==> src/hw/rtl/assert_macros.svh <==
// Assertion macros shared by the RTL files that check their own behaviour.
// No dependencies; take in by include at the point of use.
`ifndef ASSERT_MACROS_SVH
`define ASSERT_MACROS_SVH

// Same-cycle implication: whenever ante holds, cons holds too.
`define ASSERT_IMPLIES(lbl, clk, rst, ante, cons, msg) \
   lbl: assert property (@(posedge clk) disable iff (rst) (ante) |-> (cons)) \
      else $error(msg);

// Next-cycle implication: whenever ante holds, cons holds in the next cycle.
`define ASSERT_NEXT(lbl, clk, rst, ante, cons, msg) \
   lbl: assert property (@(posedge clk) disable iff (rst) (ante) |=> (cons)) \
      else $error(msg);

`endif

==> src/hw/rtl/spa_pkg.sv <==
// Types, sizes and codes for the sparse polynomial adder.
// No dependencies; used by the controller, datapath and top level.
package spa_pkg;

   localparam int MAX_TERMS  = 32;
   localparam int COEF_BITS  = 32;
   localparam int EXP_BITS   = 16;
   localparam int CNT_BITS   = $clog2(MAX_TERMS + 1);
   localparam int ADDR_BITS  = (MAX_TERMS > 1) ? $clog2(MAX_TERMS) : 1;
   localparam int STORE_BITS = COEF_BITS + EXP_BITS;

   typedef enum logic [1:0] {
      OP_LOAD_A = 2'd0,
      OP_LOAD_B = 2'd1,
      OP_RUN    = 2'd2
   } op_type;

   typedef struct packed {
      logic [1:0]         operation;
      logic signed [31:0] term_coefficient;
      logic [15:0]        term_exponent;
   } spa_req_type;

   typedef struct packed {
      logic signed [31:0] sum_coefficient;
      logic [15:0]        sum_exponent;
      logic               last_term;
      logic               result_empty;
   } spa_rsp_type;

   typedef struct packed {
      logic [COEF_BITS-1:0] coef;
      logic [EXP_BITS-1:0]  expo;
   } term_type;

   typedef enum logic [1:0] {
      ST_IDLE,
      ST_READ,
      ST_MERGE
   } state_type;

   // Controller to datapath
   typedef struct packed {
      logic load_a;
      logic load_b;
      logic start;
      logic step;
      logic finish;
   } spa_cmd_type;

   // Datapath to controller
   typedef struct packed {
      logic a_act;
      logic b_act;
      logic pend_valid;
      logic out_free;
   } spa_sts_type;

endpackage

==> src/hw/rtl/spa_ram.sv <==
// Generic single write port, single read port RAM with registered read data.
// No dependencies.
module spa_ram #(
   parameter int WIDTH = 8,
   parameter int DEPTH = 2
) (
   input  logic                                   clock,
   input  logic                                   wr_en,
   input  logic [((DEPTH > 1) ? $clog2(DEPTH) : 1)-1:0] wr_addr,
   input  logic [WIDTH-1:0]                       wr_data,
   input  logic [((DEPTH > 1) ? $clog2(DEPTH) : 1)-1:0] rd_addr,
   output logic [WIDTH-1:0]                       rd_data
);

   logic [WIDTH-1:0] mem_ff [DEPTH];
   logic [WIDTH-1:0] rd_data_ff;

   // Write on enable, read every cycle
   always_ff @(posedge clock) begin
      if (wr_en) begin
         mem_ff[wr_addr] <= wr_data;
      end
      rd_data_ff <= mem_ff[rd_addr];
   end

   assign rd_data = rd_data_ff;

endmodule

==> src/hw/rtl/spa_ctrl.sv <==
// Sequencing state machine for the sparse polynomial adder.
// Depends on spa_pkg; drives commands into spa_datapath.
module spa_ctrl
   import spa_pkg::*;
(
   input  logic        clock,
   input  logic        reset,
   input  logic        req_valid,
   input  logic [1:0]  req_op,
   output logic        req_stall,
   input  spa_sts_type sts,
   output spa_cmd_type cmd
);

   state_type state_ff, state_in;

   // State register
   always_ff @(posedge clock) begin
      if (reset) begin
         state_ff <= ST_IDLE;
      end else begin
         state_ff <= state_in;
      end
   end

   // Next state and commands
   always_comb begin
      state_in  = state_ff;
      cmd       = '0;
      req_stall = 1'b1;
      case (state_ff)
         ST_IDLE: begin
            req_stall = 1'b0;
            if (req_valid) begin
               case (op_type'(req_op))
                  OP_LOAD_A: cmd.load_a = 1'b1;
                  OP_LOAD_B: cmd.load_b = 1'b1;
                  OP_RUN: begin
                     cmd.start = 1'b1;
                     state_in  = ST_READ;
                  end
                  default: ;
               endcase
            end
         end
         // wait for store read data
         ST_READ: begin
            state_in = ST_MERGE;
         end
         ST_MERGE: begin
            if (!sts.a_act && !sts.b_act) begin
               if (sts.out_free) begin
                  cmd.finish = 1'b1;
                  state_in   = ST_IDLE;
               end
            end else if (!sts.pend_valid || sts.out_free) begin
               cmd.step = 1'b1;
               state_in = ST_READ;
            end
         end
         default: begin
            state_in = ST_IDLE;
         end
      endcase
   end

endmodule

==> src/hw/rtl/spa_datapath.sv <==
// Term stores, merge compare and add, one-term lookahead and output register.
// Depends on spa_pkg and spa_ram; commanded by spa_ctrl.
module spa_datapath
   import spa_pkg::*;
(
   input  logic        clock,
   input  logic        reset,
   input  spa_req_type req_data,
   input  spa_cmd_type cmd,
   output spa_sts_type sts,
   output logic        rsp_valid,
   input  logic        rsp_stall,
   output spa_rsp_type rsp_data
);

   logic [CNT_BITS-1:0] cnt_a_ff, cnt_a_in, cnt_b_ff, cnt_b_in;
   logic [CNT_BITS-1:0] ia_ff, ia_in, ib_ff, ib_in;
   logic                pend_valid_ff, pend_valid_in;
   term_type            pend_ff, pend_in;
   logic                rsp_valid_ff, rsp_valid_in;
   spa_rsp_type         rsp_data_ff, rsp_data_in;

   term_type            new_term, term_a, term_b, cand;
   logic                wr_a, wr_b, a_act, b_act, out_free;
   logic                adv_a, adv_b, cand_valid;
   logic [COEF_BITS-1:0] coef_sum;

   // Incoming term, sign-extended into the store width
   assign new_term.coef = COEF_BITS'(req_data.term_coefficient);
   assign new_term.expo = EXP_BITS'(req_data.term_exponent);

   assign wr_a = cmd.load_a && (cnt_a_ff < CNT_BITS'(MAX_TERMS));
   assign wr_b = cmd.load_b && (cnt_b_ff < CNT_BITS'(MAX_TERMS));

   spa_ram #(.WIDTH(STORE_BITS), .DEPTH(MAX_TERMS)) u_store_a (
      .clock   (clock),
      .wr_en   (wr_a),
      .wr_addr (cnt_a_ff[ADDR_BITS-1:0]),
      .wr_data (new_term),
      .rd_addr (ia_ff[ADDR_BITS-1:0]),
      .rd_data (term_a)
   );

   spa_ram #(.WIDTH(STORE_BITS), .DEPTH(MAX_TERMS)) u_store_b (
      .clock   (clock),
      .wr_en   (wr_b),
      .wr_addr (cnt_b_ff[ADDR_BITS-1:0]),
      .wr_data (new_term),
      .rd_addr (ib_ff[ADDR_BITS-1:0]),
      .rd_data (term_b)
   );

   assign a_act    = ia_ff < cnt_a_ff;
   assign b_act    = ib_ff < cnt_b_ff;
   assign out_free = !rsp_valid_ff || !rsp_stall;
   assign coef_sum = term_a.coef + term_b.coef;

   assign sts.a_act      = a_act;
   assign sts.b_act      = b_act;
   assign sts.pend_valid = pend_valid_ff;
   assign sts.out_free   = out_free;

   // Compare heads and pick the next candidate term
   always_comb begin
      adv_a      = 1'b0;
      adv_b      = 1'b0;
      cand_valid = 1'b0;
      cand       = term_a;
      if (a_act && b_act) begin
         if (term_a.expo > term_b.expo) begin
            adv_a      = 1'b1;
            cand_valid = 1'b1;
         end else if (term_a.expo < term_b.expo) begin
            adv_b      = 1'b1;
            cand_valid = 1'b1;
            cand       = term_b;
         end else begin
            adv_a      = 1'b1;
            adv_b      = 1'b1;
            cand.coef  = coef_sum;
            cand_valid = (coef_sum != '0);
         end
      end else if (a_act) begin
         adv_a      = 1'b1;
         cand_valid = 1'b1;
      end else if (b_act) begin
         adv_b      = 1'b1;
         cand_valid = 1'b1;
         cand       = term_b;
      end
   end

   // Advance indices, hold the lookahead term, load the output register
   always_comb begin
      cnt_a_in      = cnt_a_ff;
      cnt_b_in      = cnt_b_ff;
      ia_in         = ia_ff;
      ib_in         = ib_ff;
      pend_valid_in = pend_valid_ff;
      pend_in       = pend_ff;
      rsp_valid_in  = rsp_valid_ff && rsp_stall;
      rsp_data_in   = rsp_data_ff;

      if (wr_a) begin
         cnt_a_in = cnt_a_ff + CNT_BITS'(1);
      end
      if (wr_b) begin
         cnt_b_in = cnt_b_ff + CNT_BITS'(1);
      end
      if (cmd.start) begin
         ia_in = '0;
         ib_in = '0;
      end
      if (cmd.step) begin
         ia_in = ia_ff + CNT_BITS'(adv_a);
         ib_in = ib_ff + CNT_BITS'(adv_b);
         if (cand_valid) begin
            pend_in       = cand;
            pend_valid_in = 1'b1;
            if (pend_valid_ff) begin
               rsp_valid_in                = 1'b1;
               rsp_data_in.sum_coefficient = 32'(pend_ff.coef);
               rsp_data_in.sum_exponent    = 16'(pend_ff.expo);
               rsp_data_in.last_term       = 1'b0;
               rsp_data_in.result_empty    = 1'b0;
            end
         end
      end
      if (cmd.finish) begin
         cnt_a_in      = '0;
         cnt_b_in      = '0;
         pend_valid_in = 1'b0;
         rsp_valid_in  = 1'b1;
         rsp_data_in.last_term = 1'b1;
         if (pend_valid_ff) begin
            rsp_data_in.sum_coefficient = 32'(pend_ff.coef);
            rsp_data_in.sum_exponent    = 16'(pend_ff.expo);
            rsp_data_in.result_empty    = 1'b0;
         end else begin
            rsp_data_in.sum_coefficient = '0;
            rsp_data_in.sum_exponent    = '0;
            rsp_data_in.result_empty    = 1'b1;
         end
      end
   end

   // Control registers
   always_ff @(posedge clock) begin
      if (reset) begin
         cnt_a_ff      <= '0;
         cnt_b_ff      <= '0;
         ia_ff         <= '0;
         ib_ff         <= '0;
         pend_valid_ff <= 1'b0;
         rsp_valid_ff  <= 1'b0;
      end else begin
         cnt_a_ff      <= cnt_a_in;
         cnt_b_ff      <= cnt_b_in;
         ia_ff         <= ia_in;
         ib_ff         <= ib_in;
         pend_valid_ff <= pend_valid_in;
         rsp_valid_ff  <= rsp_valid_in;
      end
   end

   // Payload registers
   always_ff @(posedge clock) begin
      pend_ff     <= pend_in;
      rsp_data_ff <= rsp_data_in;
   end

   assign rsp_valid = rsp_valid_ff;
   assign rsp_data  = rsp_data_ff;

endmodule

==> src/hw/rtl/sparse_polynomial_adder.sv <==
// Sparse polynomial adder: two term stores merged by exponent.
// Depends on spa_pkg, spa_ctrl, spa_datapath, spa_ram and assert_macros.svh.
//
// Request channel (req_valid/req_stall/req_data): operation 0 appends one
// term to store A, 1 to store B, 2 runs the merge, 3 is ignored. Appends to
// a full store (32 terms) are dropped. A load or an ignored code does not
// stall, and the next request may follow in the next cycle.
// A run stalls the request channel while it works. Each merge step is a read
// of both stores' head terms from RAM followed by a compare and add, with at
// most count A + count B steps; closing the run is a read followed by the
// final transfer into the output register. Results leave one step behind
// the merge because a term is held back until it is known whether it is the
// last one.
// Response channel (rsp_valid/rsp_stall/rsp_data): terms in descending
// exponent order, last_term set on the final one; a run with no surviving
// terms gives one result with result_empty and last_term set. A stalled
// result holds in the output register and the merge waits behind it; loads
// are still taken while a result waits.
// Reset clears both term counts, the state machine and the output valid.
`include "assert_macros.svh"

module sparse_polynomial_adder
   import spa_pkg::*;
(
   input  logic        clock,
   input  logic        reset,
   input  logic        req_valid,
   output logic        req_stall,
   input  spa_req_type req_data,
   output logic        rsp_valid,
   input  logic        rsp_stall,
   output spa_rsp_type rsp_data
);

   spa_cmd_type cmd;
   spa_sts_type sts;

   spa_ctrl u_ctrl (
      .clock     (clock),
      .reset     (reset),
      .req_valid (req_valid),
      .req_op    (req_data.operation),
      .req_stall (req_stall),
      .sts       (sts),
      .cmd       (cmd)
   );

   spa_datapath u_datapath (
      .clock     (clock),
      .reset     (reset),
      .req_data  (req_data),
      .cmd       (cmd),
      .sts       (sts),
      .rsp_valid (rsp_valid),
      .rsp_stall (rsp_stall),
      .rsp_data  (rsp_data)
   );

   // An empty result always closes its run
   `ASSERT_IMPLIES(a_empty_is_last, clock, reset, rsp_valid && rsp_data.result_empty, rsp_data.last_term, "empty result without last_term")

   // An empty result carries zero fields
   `ASSERT_IMPLIES(a_empty_zero, clock, reset, rsp_valid && rsp_data.result_empty, (rsp_data.sum_coefficient == '0) && (rsp_data.sum_exponent == '0), "empty result with nonzero fields")

   // A run transfer makes the block busy in the next cycle
   `ASSERT_NEXT(a_run_busy, clock, reset, req_valid && !req_stall && (req_data.operation == OP_RUN), req_stall, "run accepted but request channel not stalled")

   // Never step and close a run in the same cycle
   `ASSERT_IMPLIES(a_cmd_excl, clock, reset, cmd.step, !cmd.finish && !cmd.start, "conflicting merge commands")

endmodule

==> config.mk <==
export PLATFORM = sky130hd
export DESIGN_NAME = sparse_polynomial_adder
export DESIGN_NICKNAME = d
export VERILOG_FILES = /design/src/hw/rtl/spa_pkg.sv /design/src/hw/rtl/spa_ram.sv /design/src/hw/rtl/spa_ctrl.sv /design/src/hw/rtl/spa_datapath.sv /design/src/hw/rtl/sparse_polynomial_adder.sv
export VERILOG_INCLUDE_DIRS = /design/src /design/src/hw/rtl
export SDC_FILE = /design/constraint.sdc
export NUM_CORES = 2
export LEC_CHECK = 0
export BUFFER_PORTS_ARGS = -buffer_cell sky130_fd_sc_hd__buf_2
export CAP_MARGIN = 40
export CELL_PAD_IN_SITES_DETAIL_PLACEMENT = 2
export CELL_PAD_IN_SITES_GLOBAL_PLACEMENT = 2
export CORE_MARGIN = 2
export CORE_UTILIZATION = 41
export CTS_CLUSTER_DIAMETER = 100
export DETAILED_ROUTE_END_ITERATION = 16
export PLACE_DENSITY = 0.69
export REMOVE_ABC_BUFFERS = 1
export SLEW_MARGIN = 20
export SYNTH_ARGS = -nofsm -noshare
export SYNTH_HDL_FRONTEND = slang
export SYNTH_SLANG_ARGS = --single-unit
==> constraint.sdc <==
create_clock -name clock -period 9.2 [get_ports clock]
set_clock_uncertainty 0.05 [all_clocks]
set_input_delay 0.92 -clock clock [delete_from_list [all_inputs] [get_ports clock]]
set_output_delay 0.92 -clock clock [all_outputs]
set_load 0.01 [all_outputs]
==> run_results.csv <==
group,metric,value,unit
timing,hold_viol_final,0,
synthesis,ys_types,74,
synthesis,synth_area,0.127,mm²
detailed_routing,drtAntennaViolNets,0,
hold_path,min-delay-path-class,"in2reg",
grt,track_usage,29.9,%
pwr,peakVddDrop,167,µV
placement,postPlaceCellArea,0.135,mm²
detailed_routing,avgViaCountPerCell,6.58,
placement,post-place-ws,3.76,ns
cts,cts.clk_slew.worst_paths,0.07,ns
worst_setup_path,crit_path_start_kind,"register",
timing,worst_slew_pin_slew,0.971,ns
layout,utilization,47.4,%
detailed_routing,dr.pass1.iters,5,
synthesis,ys_seq_elements,3294,
synthesis,synth_edf_count,3169,
timing,holdWs,0.286,ns
grt,first_global_vias,70600,
synthesis,synth_area_leaders,"edfxtp_1 75%, mux4_2 17%, dfxtp_1 2.0%",
layout,fill_cells,26900,
layout,fin_area,0.146,mm²
layout,layout-drive-gt1-share,32.4,%
timing,min_period_over_period,61.9,%
cts,cts_hold_buf,0,
cts,cts_tree,"done",
placement,dp_hpwl,261,mm
layout,layout_common_cells,"3169 x edfxtp_1, 960 x mux4_2, 357 x clkbuf_16",
die,dieArea,0.313,mm²
cts,cts_root_buf,"clkbuf_16",
worst_setup_path,end_kind,"register",
synthesis,avgSynthCellArea,23.1,µm²
pwr,power,31.6,mW
detailed_routing,dr.first_iter.drc_count,10200,
cts,cts.sinks,3294,
layout,layout_commonest_cell,"edfxtp_1",
flow_run,drv_cap,0,
timing,setup_tns,0,ns
timing,setup_viol,0,
timing,slew_headroom,35.3,%
timing,period_needed,5.69,ns
synthesis,yosysWarnings,0,
cts,cts_buffers,346,
placement,dp_cells,9668,
worst_setup_path,cp.required,9.72,ns
layout,syn_to_final_growth,15.5,%
detailed_routing,drc,0,
detailed_routing,via_count,68200,
synthesis,synth_top_area_share,75.2,%
cts,ctsResizeCount,0,
cts,clk_latency,0.95,ns
cts,post-cts-setup-buffers,0,
timing,layout_setup_ws,3.51,ns
pwr,power_per_cell_area,216,mW/mm²
synthesis,synth-main-ff-cell,"edfxtp_1",
worst_setup_path,worst-path-max-fanout,30,
timing,fmax,176,MHz
timing,maxSlewViolCount,0,
die,start_util,41.1,%
die,coreArea,0.308,mm²
synthesis,async_reset_ff_share,0,%
placement,finalWeightedCongestion,0.866,
grt,grt_pass1_wl,642,mm
worst_setup_path,critPathKind,"reg2reg",
grt,grt_max_degree,133,
worst_setup_path,crit_arrival,6.21,ns
pwr,leakage,44.0,nW
synthesis,synth.largest_area_cell,"edfxtp_1",
synthesis,syn_inst,5479,
synthesis,ys_seq_area_share,77.2,%
run_status,run_status,"completed",
detailed_routing,drt_wl_total,481,mm
grt,antenna_found_initial,47,
layout,nets,6043,
cts,clockBufferDepth,4,
die,rows,204,
die,die_x,560,µm
die,die_h,560,µm
detailed_routing,routedWlPerCell,46.5,µm
die,pin_count,106,
placement,io_buffers,105,
grt,globalRouteOverflowTotal,0,
cts,ctsHtreeMaxLevel,5,
layout,stdcell_count,10400,
timing,grt_setup_unrepaired,"false",
power breakdown:
part	total, mW	internal, mW	switching [mW]
clock	14.4	7.99	6.45
sequential	16.5	16.4	0.0332
combinational	0.669	0.157	0.511
total	31.6	24.6	7.00
metal layers:
layer	up-vias	global-route usage, %	part of all wire [%]
met5	-	0	0.038
met4	28	13.7	5.7
met3	1241	6.24	9.4
met2	5027	49.2	49
met1	37600	38.3	36
li1	24300	-	-
worst max-delay path, cell delays in order, from the launching register on:
cell and delay [ns]:
dfxtp_1 0.34, ha_1 0.44, a21oi_1 0.62, o21ai_0 0.24, a41oi_1 0.33, xnor2_1 0.13, o21ai_0 0.74, o2111ai_1 0.35
or4_4 0.65, nor4_1 0.63, o21ai_4 0.33, buf_4 0.40
layout make-up:
class,instances,area (µm²),share of cell area [%]
antenna,32,80.1,0.0548
tap,4120,5150,3.53
clock inverter,150,1380,0.941
timing repair buffer,372,3880,2.66
sequential,3294,97700,66.8
inverter,38,143,0.0976
multi-input combinational,1867,28200,19.3
clock buffer,478,9610,6.57
Yosys cell counts (5+ instances only):
cell,count
buf_1,78
ha_1,69
nand2_1,120
a211oi_1,12
nand3_1,29
nand4_1,18
o21a_1,10
edfxtp_1,3169
clkbuf_1,193
nor3_1,62
o22ai_1,24
xor2_1,7
o21ai_0,48
or3_1,6
o31a_1,5
o2111ai_1,5
dfxtp_1,125
mux4_2,960
inv_1,36
a21o_1,20
mux2_2,112
nand3b_1,5
nor4_1,7
a311oi_1,5
nor2_1,153
or4_1,5
xnor2_1,17
and3_1,7
a21oi_1,83
nand2b_1,7
logic make-up (layout without fill, tap and decap cells):
family,count (synthesis),count (layout),share of synthesized area (%)
AO/OA/AOI/OAI,256,256,1.30
adder cells (fa/ha/maj),70,70,0.698
buffers and inverters,318,1038,0.969
multiplexers,1075,1075,18.1
other,0,32,0
XOR/XNOR,24,24,0.166
AND/OR/NAND/NOR,442,442,1.61
flip-flops,3294,3294,77.2
registers in the layout, indices dropped and copies added, names as in the netlist:
name,count
u_datapath.u_store_a.rd_data,48
u_datapath.u_store_b.rd_data,48
u_datapath.ia_ff,6
u_datapath.rsp_valid,1
u_ctrl.state_ff,2
u_datapath.u_store_b.mem_ff,1536
u_datapath.cnt_b_ff,6
u_datapath.u_store_a.mem_ff,1536
u_datapath.cnt_a_ff,6
u_datapath.rsp_data,50
u_datapath.pend_ff,48
u_datapath.pend_valid_ff,1
u_datapath.ib_ff,6
path summary, 6_finish.rpt:
path / start / to / slack, ns / cells past startpoint
worst min register to register: u_datapath.ia_ff[5] / u_datapath.ia_ff[5] / 0.50 / 1
worst max register to register: u_datapath.u_store_b.rd_data[21] / u_datapath.rsp_data[16] / 3.51 / 11
worst min-delay path: rsp_stall / u_ctrl.state_ff[1] / 0.29 / 3
worst max-delay path: u_datapath.u_store_b.rd_data[21] / u_datapath.rsp_data[16] / 3.51 / 11
No activity file was read; power rests on OpenSTA's default activity.
